===== config.mk =====
export PLATFORM = sky130hd
export DESIGN_NAME = sbv_ram
export DESIGN_NICKNAME = d
export VERILOG_FILES = /design/src/rtl/sbv_ram.sv
export SDC_FILE = /design/constraint.sdc
export NUM_CORES = 2
export LEC_CHECK = 0
export ABC_AREA = 1
export BUFFER_PORTS_ARGS = -buffer_cell sky130_fd_sc_hd__clkbuf_2
export CAP_MARGIN = 30
export CORE_MARGIN = 4
export CORE_UTILIZATION = 35
export CTS_CLUSTER_SIZE = 16
export DETAILED_ROUTE_END_ITERATION = 16
export GPL_ROUTABILITY_DRIVEN = 0
export HOLD_SLACK_MARGIN = 0.1
export PLACE_DENSITY = 0.47
export SLEW_MARGIN = 20
export SYNTH_ARGS = -nofsm -noshare
export SYNTH_HDL_FRONTEND = slang
export SYNTH_SLANG_ARGS = --single-unit

===== constraint.sdc =====
create_clock -name clk -period 5.3 [get_ports clk]
set_input_delay 1.06 -clock clk [delete_from_list [all_inputs] [get_ports clk]]
set_output_delay 1.06 -clock clk [all_outputs]
set_load 0.03 [all_outputs]

===== src/rtl/sbv_ram.sv =====
// Generic simple dual-port RAM with registered read.
module sbv_ram #(
  parameter int unsigned WIDTH = 8,
  parameter int unsigned DEPTH = 256
) (
  input  logic                     clk,
  input  logic                     we,
  input  logic [$clog2(DEPTH)-1:0] waddr,
  input  logic [WIDTH-1:0]         wdata,
  input  logic                     re,
  input  logic [$clog2(DEPTH)-1:0] raddr,
  output logic [WIDTH-1:0]         rdata
);

  logic [WIDTH-1:0] mem_r [DEPTH];
  logic [WIDTH-1:0] rdata_r;

  always_ff @(posedge clk) begin
    if (we) begin
      mem_r[waddr] <= wdata;
    end
    if (re) begin
      rdata_r <= mem_r[raddr];
    end
  end

  assign rdata = rdata_r;

endmodule


---- After elaboration in Yosys (flattened, before gate mapping) ----
Memory sizes are Yosys's and may differ from the RTL's. A register that Yosys moved wholly into a read port is not among the register bits.
Index checks and enable logic that the tools add are counted.
word-level totals
  bits in registers ....................... 0
  RAM bits ................................ 2048
  word-level logic and storage cells ...... 3
  bits of input ports ..................... 27
  memories ................................ 1
  output and inout bits ................... 8
cells by class
  mux-type cells .......................... 2
memory list
  name   depth  bits a word  rd ports  clocked after Yosys merged registers in  wr ports  RTL line  text
  mem_r  256    8            1         1                                        1         15        logic [WIDTH-1:0] mem_r [DEPTH];
operators by type and width
  kind    number
  $mux 1  2

---- Logic depth before layout (Yosys ltp) ----
  depth in word-level cells ............... 2
  depth in mapped cells ................... 15
  gate-level depth less buffers ........... 11

---- Least setup slack after synthesis ----
Ideal clock, no wire load.
  kind .................................... input to register
  from .................................... input we
  to ...................................... memory mem_r[162][0], enable pin
  setup time .............................. 370 ps
  slack ................................... 2749 ps
  data required time ...................... 4930 ps
  path buffers ............................ 2
  arrival time ............................ 2181 ps
  stages on the path ...................... 4
  path through ............................ clkbuf_1 -> nand3_1 -> clkbuf_1 -> nor2_1
on the way
  word-level cells in the longest chain between the ends .. 2
ends and longest elaborated chain
  what                          RTL line  text
  from (decl)                   7         input logic we,
  $mux 1                        19        if (we) begin
  $mux 1 (implied by the code)  20        mem_r[waddr] <= wdata;
  to (decl)                     15
No other way between the ends.

==> flow_metrics.env <==
export IMPL_cp_max_fo=61
export IMPL_seq_area_frac_synth_pct=74.0
export IMPL_tns_ns=0
export IMPL_holdBufCountCts=0
export IMPL_fin_skew_ns=0.0231
export IMPL_max_cap_viol_count=0
export IMPL_die_area_sq_um=246000
export IMPL_final_nets=6947
export IMPL_fmax_mhz=269
export IMPL_grt_first_pass_wirelength_microns=372000
export IMPL_fp_coreArea_sq_um=238000
export IMPL_timing_rr_start="mem_r[239][6]"
export IMPL_fin_crit_ns=3.72
export IMPL_postCtsSetupRepairBufs=0
export IMPL_reg2reg_slack_ns=3.00
export IMPL_clk_latency_ns=0.87
export IMPL_cts_resized=0
export IMPL_grt_pass1_vias=51400
export IMPL_antenna_left=0
export IMPL_port_buffer_count=34
export IMPL_setup_viol=0
export IMPL_syn_to_final_growth_pct=12.9
export IMPL_layout_common_cells="nand2_1, edfxtp_1, nand3_1"
export IMPL_period_share_pct=70.3
export IMPL_cts_tree="done"
export IMPL_die_w_microns=496
export IMPL_num_rows=179
export IMPL_status="completed"
export IMPL_clock_path_buffers=3
export IMPL_total_power_mw=35.6
export IMPL_cts_inserted_buffers=220
export IMPL_post_drt_wl_per_cell_microns=24.9
export IMPL_power_density_nw_per_um2=377
export IMPL_tightest_slew_ns=1.05
export IMPL_vias_per_cell=5.25
export IMPL_finalHoldViolCount=0
export IMPL_grt_ovfl_total=0
export IMPL_worstPathRequired_ns=5.91
export IMPL_drive_above_1_share_pct=7.09
export IMPL_reg2reg_to="rdata[6]"
export IMPL_grt_max_degree=135
export IMPL_drc_errors=0
export IMPL_clock_sinks=2056
export IMPL_syn_area_sq_um=83500
export IMPL_dr_pass1_iters=6
export IMPL_start_util_pct=35.1
export IMPL_ys_seq_elements=2056
export IMPL_reg2reg_depth=10
export IMPL_hold_class="primary input to flip-flop"
export IMPL_rsz0062_at_grt="no"
export IMPL_syn_nets=7030
export IMPL_peakVddDrop_mv=0.362
export IMPL_vias=53900
export IMPL_ios=35
export IMPL_worstSetupPathType="primary input to flip-flop"
export IMPL_mostFrequentLayoutCell="nand2_1"
export IMPL_maxSlewViolCount=0
export IMPL_grt_util_all_layers_pct=20.4
export IMPL_wirelength_microns=256000
export IMPL_drtIter0Drc=5083
export IMPL_cts_clk_slew_worst_paths_ns=0.06
export IMPL_cp_startpoint="raddr[1]"
export IMPL_crit_end="rdata[6]"
export IMPL_relSlewSlack_pct=29.5
export IMPL_cts_htree_levels=4
export IMPL_arrival_ns=4.33
export IMPL_endpoint_kind="flip-flop"
export IMPL_leakagePower_nw=32.2
export IMPL_die_h_microns=496
export IMPL_antenna_found_initial=13
export IMPL_critPathLaunchType="primary input"
export IMPL_hpwl_microns=147000
export IMPL_syn_area_per_cell_sq_um=11.9
export IMPL_fillers=22500
export IMPL_netlist_instances=7003
export IMPL_ys_warn_count=0
export IMPL_synth_cell_types=13
export IMPL_clockRootBuffer="clkbuf_16"
## Yosys cell counts
library cell	number	share of area (%)
inv_2	2	0.0090
buf_8	1	0.018
buf_6	16	0.22
edfxtp_1	2056	74
nand3_1	2019	12
inv_4	1	0.0075
clkbuf_1	112	0.50
buf_1	40	0.18
inv_1	36	0.16
nor2_1	283	1.3
nand2_1	2123	9.5
buf_4	46	0.41
buf_2	268	1.6
## per-layer routing
metal,up-vias,GRT usage [%],share of wire [%]
met5,-,0,0.018
met4,6,6.25,3.0
met3,375,3.20,5.7
met2,1670,32.3,47
met1,27100,29.1,45
li1,24700,-,-
## sequential cells by signal (all words and copies together), names as in the netlist
name and cells:
rdata 8, mem_r 2048
## critical path, stage by stage
cell	delay [ns]
buf_8	0.19
inv_8	0.52
buf_12	0.36
buf_12	0.27
nand3_1	0.10
nand3_1	0.10
nand3_1	0.16
nand3_1	0.22
nand3_1	0.47
nand3_1	0.31
nand2_1	0.09
nand2_1	0.06
nand2_1	0.07
## power by group
group	internal, mW	switching (mW)	leakage [nW]
Clock	9.04	6.43	3.52
Combinational	0.491	1.65	10.2
Sequential	17.9	0.0231	18.5
Total	27.5	8.10	32.2
## through the flow
| step | cells | setup slack [ns] | hold WS (ns) | util [%] | instance area, sq um |
|---|---|---|---|---|---|
| 6_report | 10300 | 1.58 | 0.702 | 39.7 | 94300 |
| 5_1_grt | 10300 | 1.63 | 0.684 | 39.7 | 94300 |
| 4_1_cts | 10300 | 1.71 | 0.672 | 39.7 | 94200 |
| 3_5_place_dp | 9861 | 0.775 | 1.09 | 36.6 | 87100 |
| 3_3_place_gp | 9856 | 0.548 | 1.11 | 36.6 | 87000 |
| 2_1_floorplan | 7003 | 2.75 | 0.911 | - | 83500 |
## layout make-up
cell class / instances / area (sq um) / area share [%]
antenna: 5 / 12.5 / 0.0133
clock buffer: 270 / 5800 / 6.15
clock inverter: 127 / 1380 / 1.46
inverter: 39 / 183 / 0.194
multi-input combinational: 4425 / 19200 / 20.3
sequential: 2056 / 61700 / 65.5
tap: 3167 / 3960 / 4.20
timing repair buffer: 178 / 2030 / 2.15
## worst min path at each step
stage / startpoint / end / cells after the start / slack [ns]
2_1_floorplan: mem_r[40][0] / rdata[0] / 10 / 0.91
3_3_place_gp: mem_r[156][4] / rdata[4] / 10 / 1.11
3_5_place_dp: mem_r[156][4] / rdata[4] / 10 / 1.09
4_1_cts: wdata[7] / mem_r[141][7] / 1 / 0.67
5_1_grt: re / rdata[5] / 1 / 0.68
6_report: wdata[7] / mem_r[134][7] / 1 / 0.70
## logic make-up (layout without fill, tap and decap cells)
| kind of cell | count (synthesis) | in the layout | synth area share (%) |
|---|---|---|---|
| simple gates | 4425 | 4425 | 22.9 |
| flops | 2056 | 2056 | 74.0 |
| other cells | 0 | 5 | 0 |
| buf+inv | 522 | 614 | 3.12 |
No activity file was read; power rests on OpenSTA's default activity.
