`config.mk`:
```
export PLATFORM = sky130hd
export DESIGN_NAME = sbv_out_queue
export DESIGN_NICKNAME = d
export VERILOG_FILES = /design/src/rtl/sbv_pkg.sv /design/src/rtl/sbv_out_queue.sv
export SDC_FILE = /design/constraint.sdc
export NUM_CORES = 1
export LEC_CHECK = 0
export BUFFER_PORTS_ARGS = -buffer_cell sky130_fd_sc_hd__buf_2
export CORE_MARGIN = 5
export CORE_UTILIZATION = 35
export CTS_BUF_LIST = sky130_fd_sc_hd__clkbuf_8
export DETAILED_ROUTE_END_ITERATION = 10
export SLEW_MARGIN = 25
export SYNTH_ARGS = -nofsm -noshare
export SYNTH_HDL_FRONTEND = slang
export SYNTH_SLANG_ARGS = --single-unit
```
`constraint.sdc`:
```
create_clock -name clk -period 4.63 [get_ports clk]
set_clock_uncertainty 0.1 [all_clocks]
set_input_delay 0.2315 -clock clk [delete_from_list [all_inputs] [get_ports clk]]
set_output_delay 0.2315 -clock clk [all_outputs]
set_load 0.02 [all_outputs]
```
`src/rtl/sbv_pkg.sv`:
```
// Shared types, constants and arithmetic helpers for the vertical Sobel filter.
package sbv_pkg;

  localparam int unsigned PIX_W      = 8;
  localparam int unsigned SIZE_W     = 9;
  localparam int unsigned COORD_W    = 8;
  localparam logic [SIZE_W-1:0] SIZE_RESET = SIZE_W'(256);
  localparam logic [SIZE_W-1:0] SIZE_MIN   = SIZE_W'(3);

  // Output queue: at most four results per pixel
  localparam int unsigned PUSH_MAX = 4;
  localparam int unsigned QDEPTH   = 8;

  typedef struct packed {
    logic [PIX_W-1:0]   value;
    logic [COORD_W-1:0] out_row;
    logic [COORD_W-1:0] out_col;
    logic               frame_end;
  } sbv_res_t;

  // Weighted 1-2-1 sum of three pixels
  function automatic logic [PIX_W+1:0] win3(input logic [PIX_W-1:0] a,
                                            input logic [PIX_W-1:0] b,
                                            input logic [PIX_W-1:0] c);
    win3 = {2'b00, a} + {1'b0, b, 1'b0} + {2'b00, c};
  endfunction

  // Difference of two window sums, clamped to 0..255
  function automatic logic [PIX_W-1:0] grad(input logic [PIX_W+1:0] lo,
                                            input logic [PIX_W+1:0] hi);
    logic signed [PIX_W+2:0] d;
    d = $signed({1'b0, lo}) - $signed({1'b0, hi});
    if (d < 0) begin
      grad = '0;
    end else if (d > 255) begin
      grad = '1;
    end else begin
      grad = d[PIX_W-1:0];
    end
  endfunction

endpackage

```
`src/rtl/sbv_out_queue.sv`:
```
// Result queue: takes up to four results per cycle, delivers one per beat.
module sbv_out_queue import sbv_pkg::*; (
  input  logic                        clk,
  input  logic                        rst_n,
  input  logic [PUSH_MAX-1:0]         push_vld,
  input  sbv_res_t [PUSH_MAX-1:0]     push_ent,
  input  logic                        pop,
  output sbv_res_t                    head,
  output logic [$clog2(QDEPTH+1)-1:0] count
);

  localparam int unsigned PW  = $clog2(QDEPTH);
  localparam int unsigned CNW = $clog2(QDEPTH+1);
  localparam int unsigned OW  = $clog2(PUSH_MAX+1);

  sbv_res_t         mem_r [QDEPTH];
  logic [PW-1:0]    head_r, tail_r;
  logic [CNW-1:0]   count_r;
  logic [OW-1:0]    off [PUSH_MAX];
  logic [OW-1:0]    push_n;

  // Slot offset of each valid result among those pushed this cycle
  always_comb begin
    push_n = '0;
    for (int k = 0; k < PUSH_MAX; k++) begin
      off[k] = push_n;
      push_n = push_n + OW'(push_vld[k]);
    end
  end

  // Entry storage
  always_ff @(posedge clk) begin
    for (int k = 0; k < PUSH_MAX; k++) begin
      if (push_vld[k]) begin
        mem_r[tail_r + PW'(off[k])] <= push_ent[k];
      end
    end
  end

  // Pointers and fill count
  always_ff @(posedge clk) begin
    if (!rst_n) begin
      head_r  <= '0;
      tail_r  <= '0;
      count_r <= '0;
    end else begin
      tail_r  <= tail_r + PW'(push_n);
      head_r  <= head_r + PW'(pop);
      count_r <= count_r + CNW'(push_n) - CNW'(pop);
    end
  end

  assign head  = mem_r[head_r];
  assign count = count_r;

  // Pushes never overrun the queue
  a_no_overflow: assert property (@(posedge clk) disable iff (!rst_n)
    ((CNW+1)'(count_r) + (CNW+1)'(push_n) <= (CNW+1)'(QDEPTH)))
    else $error("result queue overflow");

  // No beat leaves an empty queue
  a_no_underflow: assert property (@(posedge clk) disable iff (!rst_n)
    pop |-> (count_r != '0))
    else $error("result queue underflow");

  // Fill count stays within the depth
  a_count_bound: assert property (@(posedge clk) disable iff (!rst_n)
    (count_r <= CNW'(QDEPTH)))
    else $error("result queue count out of range");

endmodule

```
==> Word-level counts from Yosys, hierarchy flattened <==
Memories as Yosys holds them, arrays and structs flattened. A register that Yosys moved wholly into a read port is not among the register bits.
Index checks and enable logic that the tools add are counted.
W data, S select, Z words.
{ "word_totals": {"register_bits": 10, "wordCells": 23, "inputBits": 107, "mem_count": 1, "mem_bits_rw": 200} }
{ "mem_list": {"columns": ["name", "words", "width", "read_ports", "rd_ports_with_merged_regs", "write_ports", "line_no", "source"], "rows": [
  ["mem_r", 8, 25, 1, 1, 4, "sbv_out_queue.sv:16", "sbv_res_t mem_r [QDEPTH];"]
]} }
{ "classes": {"add_sub_neg": 10, "mux": 9} }
{ "ops": {"columns": ["cell", "count"], "rows": [
  ["$add A3 B1 Y3", 3],
  ["$mux W1", 8],
  ["$add A3 B3 Y3", 2],
  ["$add A4 B3 Y4", 1],
  ["$sub A4 B1 Y4", 1],
  ["$add A2 B1 Y3", 1],
  ["$add A3 B2 Y3", 1],
  ["$mux W3", 1],
  ["$add A1 B1 Y2", 1]
]} }

==> Logic depth before layout (Yosys ltp) <==
{ "depth": {"word_depth": 5, "mapped_depth": 11, "ltp_nobuf": 11} }

==> Least setup slack after synthesis <==
Ideal clock, no wire load.
{ "synth_timing": {"path_kind": "input port to flip-flop", "startpoint": "input push_vld[0]", "endpoint": "memory mem_r[6][0] (netlist bit), enable pin", "required_time_ns": 3.978, "arrival_ns": 2.868, "cell_stages": 8, "setup_ns": 0.552, "path_slack_ns": 1.111, "path_cell_list": "fa_1 -> ha_1 -> fa_1 -> xnor3_2 -> or3_1 -> buf_2 -> clkbuf_1 -> nand4_1"} }
{ "synth_lines": {"columns": ["item", "line_no", "source"], "rows": [
  ["start, declared", "sbv_out_queue.sv:5", "input logic [PUSH_MAX-1:0] push_vld,"],
  ["end, declared", "sbv_out_queue.sv:16", null]
]} }

==> summary.md <==
| Metric | Value |
|---|---|
| Outcome | `finished, final reports clean` |
| Multi-input logic area | `7500 um^2` |
| Synth unique cells | `51` |
| Avg Vias per Cell | `6.94` |
| Number of buffers inserted by port buffering | `135` |
| DRT Pass-1 Iters | `7` |
| Overflow after GRT | `0` |
| Hold Startpoint | `push_ent[91]` |
| Seq/Total Area, Yosys | `42.6%` |
| Number of global-route vias before repair | `14.0k` |
| Startpoint types | `flop` |
| Total global-route track usage | `26.3%` |
| Ratio of cells with drive above 1 in the final layout | `25.7%` |
| Maximum VDD drop | `0.274 mV` |
| Asr flop ratio synth | `0%` |
| Synth warn | `0` |
| Post-Place Setup Slack | `0.695 ns` |
| Top Ports | `136` |
| Register area | `6210 um^2` |
| Routed via count | `13.8k` |
| Clk root buf | `clkbuf_8` |
| Die ar. | `45800 um^2` |
| DRC | `0` |
| LEAKAGE | `0.00547 uW` |
| Final number of setup-violating endpoints | `0` |
| Filler cells | `3918` |
| Rows | `74` |
| 1st-iter DRT viols | `2425` |
| Syn-to-layout area delta | `13.6%` |
| Mean Syn Cell Area | `10.6 um^2` |
| Max-slew violations | `0` |
| PostCTS Resize Cnt | `0` |
| Clock tree buffer depth | `3` |
| H-tree depth | `2` |
| Layout net count | `1559` |
| Hold depth | `2` |
| CP Max Fanout | `26` |
| Final hold violations | `0` |
| Antenna violations before repair | `6` |
| RSZ-0062 raised after global routing | `no` |
| Crit Path Class | `reg2reg` |
| Critical Path AT | `3.87 ns` |
| Max-cap violation count | `0` |
| CP Capture Type | `flop` |
| EDFF count, synth | `200` |
| Die width | `214 um` |
| Worst-path clk slew | `0.06 ns` |
| R2R depth | `6` |
| Post-DP HPWL | `36900 um` |
| Peak Freq | `0.265 GHz` |
| First-pass GRT wire length | `92200 um` |
| Final GP Congestion | `0.885` |
| DP Area | `15600 um^2` |
| Clk Latency, worst-skew pair | `0.56 ns` |
| Setup Total Neg Slack | `0 ns` |
| Synthesized cell area | `14600 um^2` |
| Pin count of the biggest net entering global routing | `31` |
| Reg2reg start | `tail_r[0]` |
| Synth Instances | `1369` |
| CTS Buf Count | `39` |
| Pwr dens | `642 nW/um^2` |
| Syn nets | `1499` |
| Tcrit/Tclk final | `81.5%` |
| R2R Setup Slk | `0.85 ns` |
| Fin area | `16500 um^2` |
| Core region area | `41000 um^2` |
| Crit path required time | `4.72 ns` |
| Die height | `214 um` |
| Worst relative slew slack | `26.0%` |
| Worst Max-Slew Pin Slew | `1.11 ns` |
| Final ANT Viol Nets | `0` |
| Synthesized flop and latch total | `210` |
| CTS tree | `done` |
| Ys flop type | `edfxtp_1` |
| Min cycle time layout | `3.78 ns` |
| Routed WL | `62700 um` |
| RR Endpoint | `mem_r[4][12]` |
| Hold Path Class | `in2reg` |
| Final setup margin | `0.855 ns` |
| Wire per inst | `31.5 um` |
| Num Clock Sinks | `210` |
| Starting density of the core | `35.5%` |
| WHS Endpoint | `mem_r[3][16]` |
## area by class of cell
class / instances / share of cell area (%)
inverter: 15 / 0.340
clock inverter: 25 / 0.575
tap: 532 / 4.02
timing repair buffer: 222 / 8.71
sequential: 210 / 37.5
multi-input combinational: 941 / 45.3
antenna: 4 / 0.0605
clock buffer: 41 / 3.41
## per-stage QoR
| step | total power [uW] | std cells | utilization [%] | hold WS [ns] |
|---|---|---|---|---|
| 6_report | 10600 | 1990 | 40.3 | 0.0312 |
| 3_5_place_dp | 8820 | 1895 | 38.1 | 0.474 |
| 4_1_cts | 10500 | 1986 | 40.3 | 0.00983 |
| 5_1_grt | 11000 | 1990 | 40.3 | 0.0191 |
| 3_3_place_gp | 8720 | 1895 | 38.1 | 0.468 |
| 2_1_floorplan | 6850 | 1369 | - | 0.253 |
## registers in the layout, indices dropped and copies added (netlist names)
register / flops
mem_r: 200
tail_r: 3
head_r: 3
count: 4
## worst max path at each step
stage / startpoint / end / depth (start not counted)
after detailed placement: push_vld[1] / mem_r[4][12] / 9
after CTS: tail_r[0] / mem_r[4][4] / 6
after global placement: push_vld[1] / mem_r[4][12] / 9
after global routing: tail_r[0] / mem_r[4][12] / 6
final: tail_r[0] / mem_r[4][12] / 6
after floorplan: push_vld[0] / mem_r[6][0] / 8
## what timing repair did
item | in CTS | in global routing
endpoints found under the hold margin | 163 | 0
setup buffers | 0 | 0
hold buffers | 25 | 0
## where the power goes
| part | total [uW] | switching (uW) | internal (uW) |
|---|---|---|---|
| combinational | 5350 | 3590 | 1760 |
| sequential | 3640 | 276 | 3360 |
| clock | 1630 | 823 | 808 |
| total | 10600 | 4690 | 5930 |
## worst max-delay path, stage by stage (launching register included)
cell and delay, ns:
dfxtp_1 0.55, ha_1 0.22, ha_1 0.24, xor2_2 0.79
nand2_2 0.75, nand3_1 0.24, buf_4 0.46
## layout by cell type (no fill, tap or decap), types with 8 or more instances in the layout
cell	synthesis	layout
a221oi_1	178	178
a221oi_2	18	18
and2_1	34	34
buf_2	61	135
buf_4	4	58
clkbuf_8	0	41
clkinv_1	0	10
dlygate4sd3_1	0	25
edfxtp_1	200	200
ha_1	17	17
inv_1	15	29
mux2_2	25	25
mux4_2	50	50
nand2_1	108	108
nand3_1	12	12
nand4_1	8	8
nor2_1	17	8
nor3_4	2	12
o21ai_0	220	220
o21ai_1	80	80
o2bb2ai_1	100	100
## synth_stat cells, types with 10 or more instances
library cell	n	share of area [%]
nor2_1	17	0.44
ha_1	17	1.5
clkbuf_1	87	2.2
dfxtp_1	10	1.4
inv_1	15	0.39
mux2_2	25	1.9
edfxtp_1	200	41
o2bb2ai_1	100	6.0
nand3_1	12	0.41
nor3_2	10	0.69
o21ai_1	80	2.7
and2_1	34	1.5
buf_1	25	0.64
nand2_1	108	2.8
buf_2	61	2.1
clkbuf_2	22	0.76
a221oi_1	178	11
o21ai_0	220	7.6
mux4_2	50	7.7
a221oi_2	18	1.9
## metal layers
layer	vias to the layer above	global-route usage (%)	routed length [um]
met5	-	0	19
met2	1272	39.6	27400
li1	5626	-	-
met3	256	8.47	9150
met4	2	13.0	3110
met1	6645	34.3	23100
## kinds of logic after synthesis
kind of cell    after synthesis  share of synthesized area, %
compound gates              606                          29.3
flops                       210                          42.6
mux                          75                          9.66
xor+xnor                     12                          1.30
fa+ha+maj                    23                          2.28
simple gates                225                          8.20
buf+inv                     218                          6.64
Note: power is estimated with default switching activity, not from simulation.
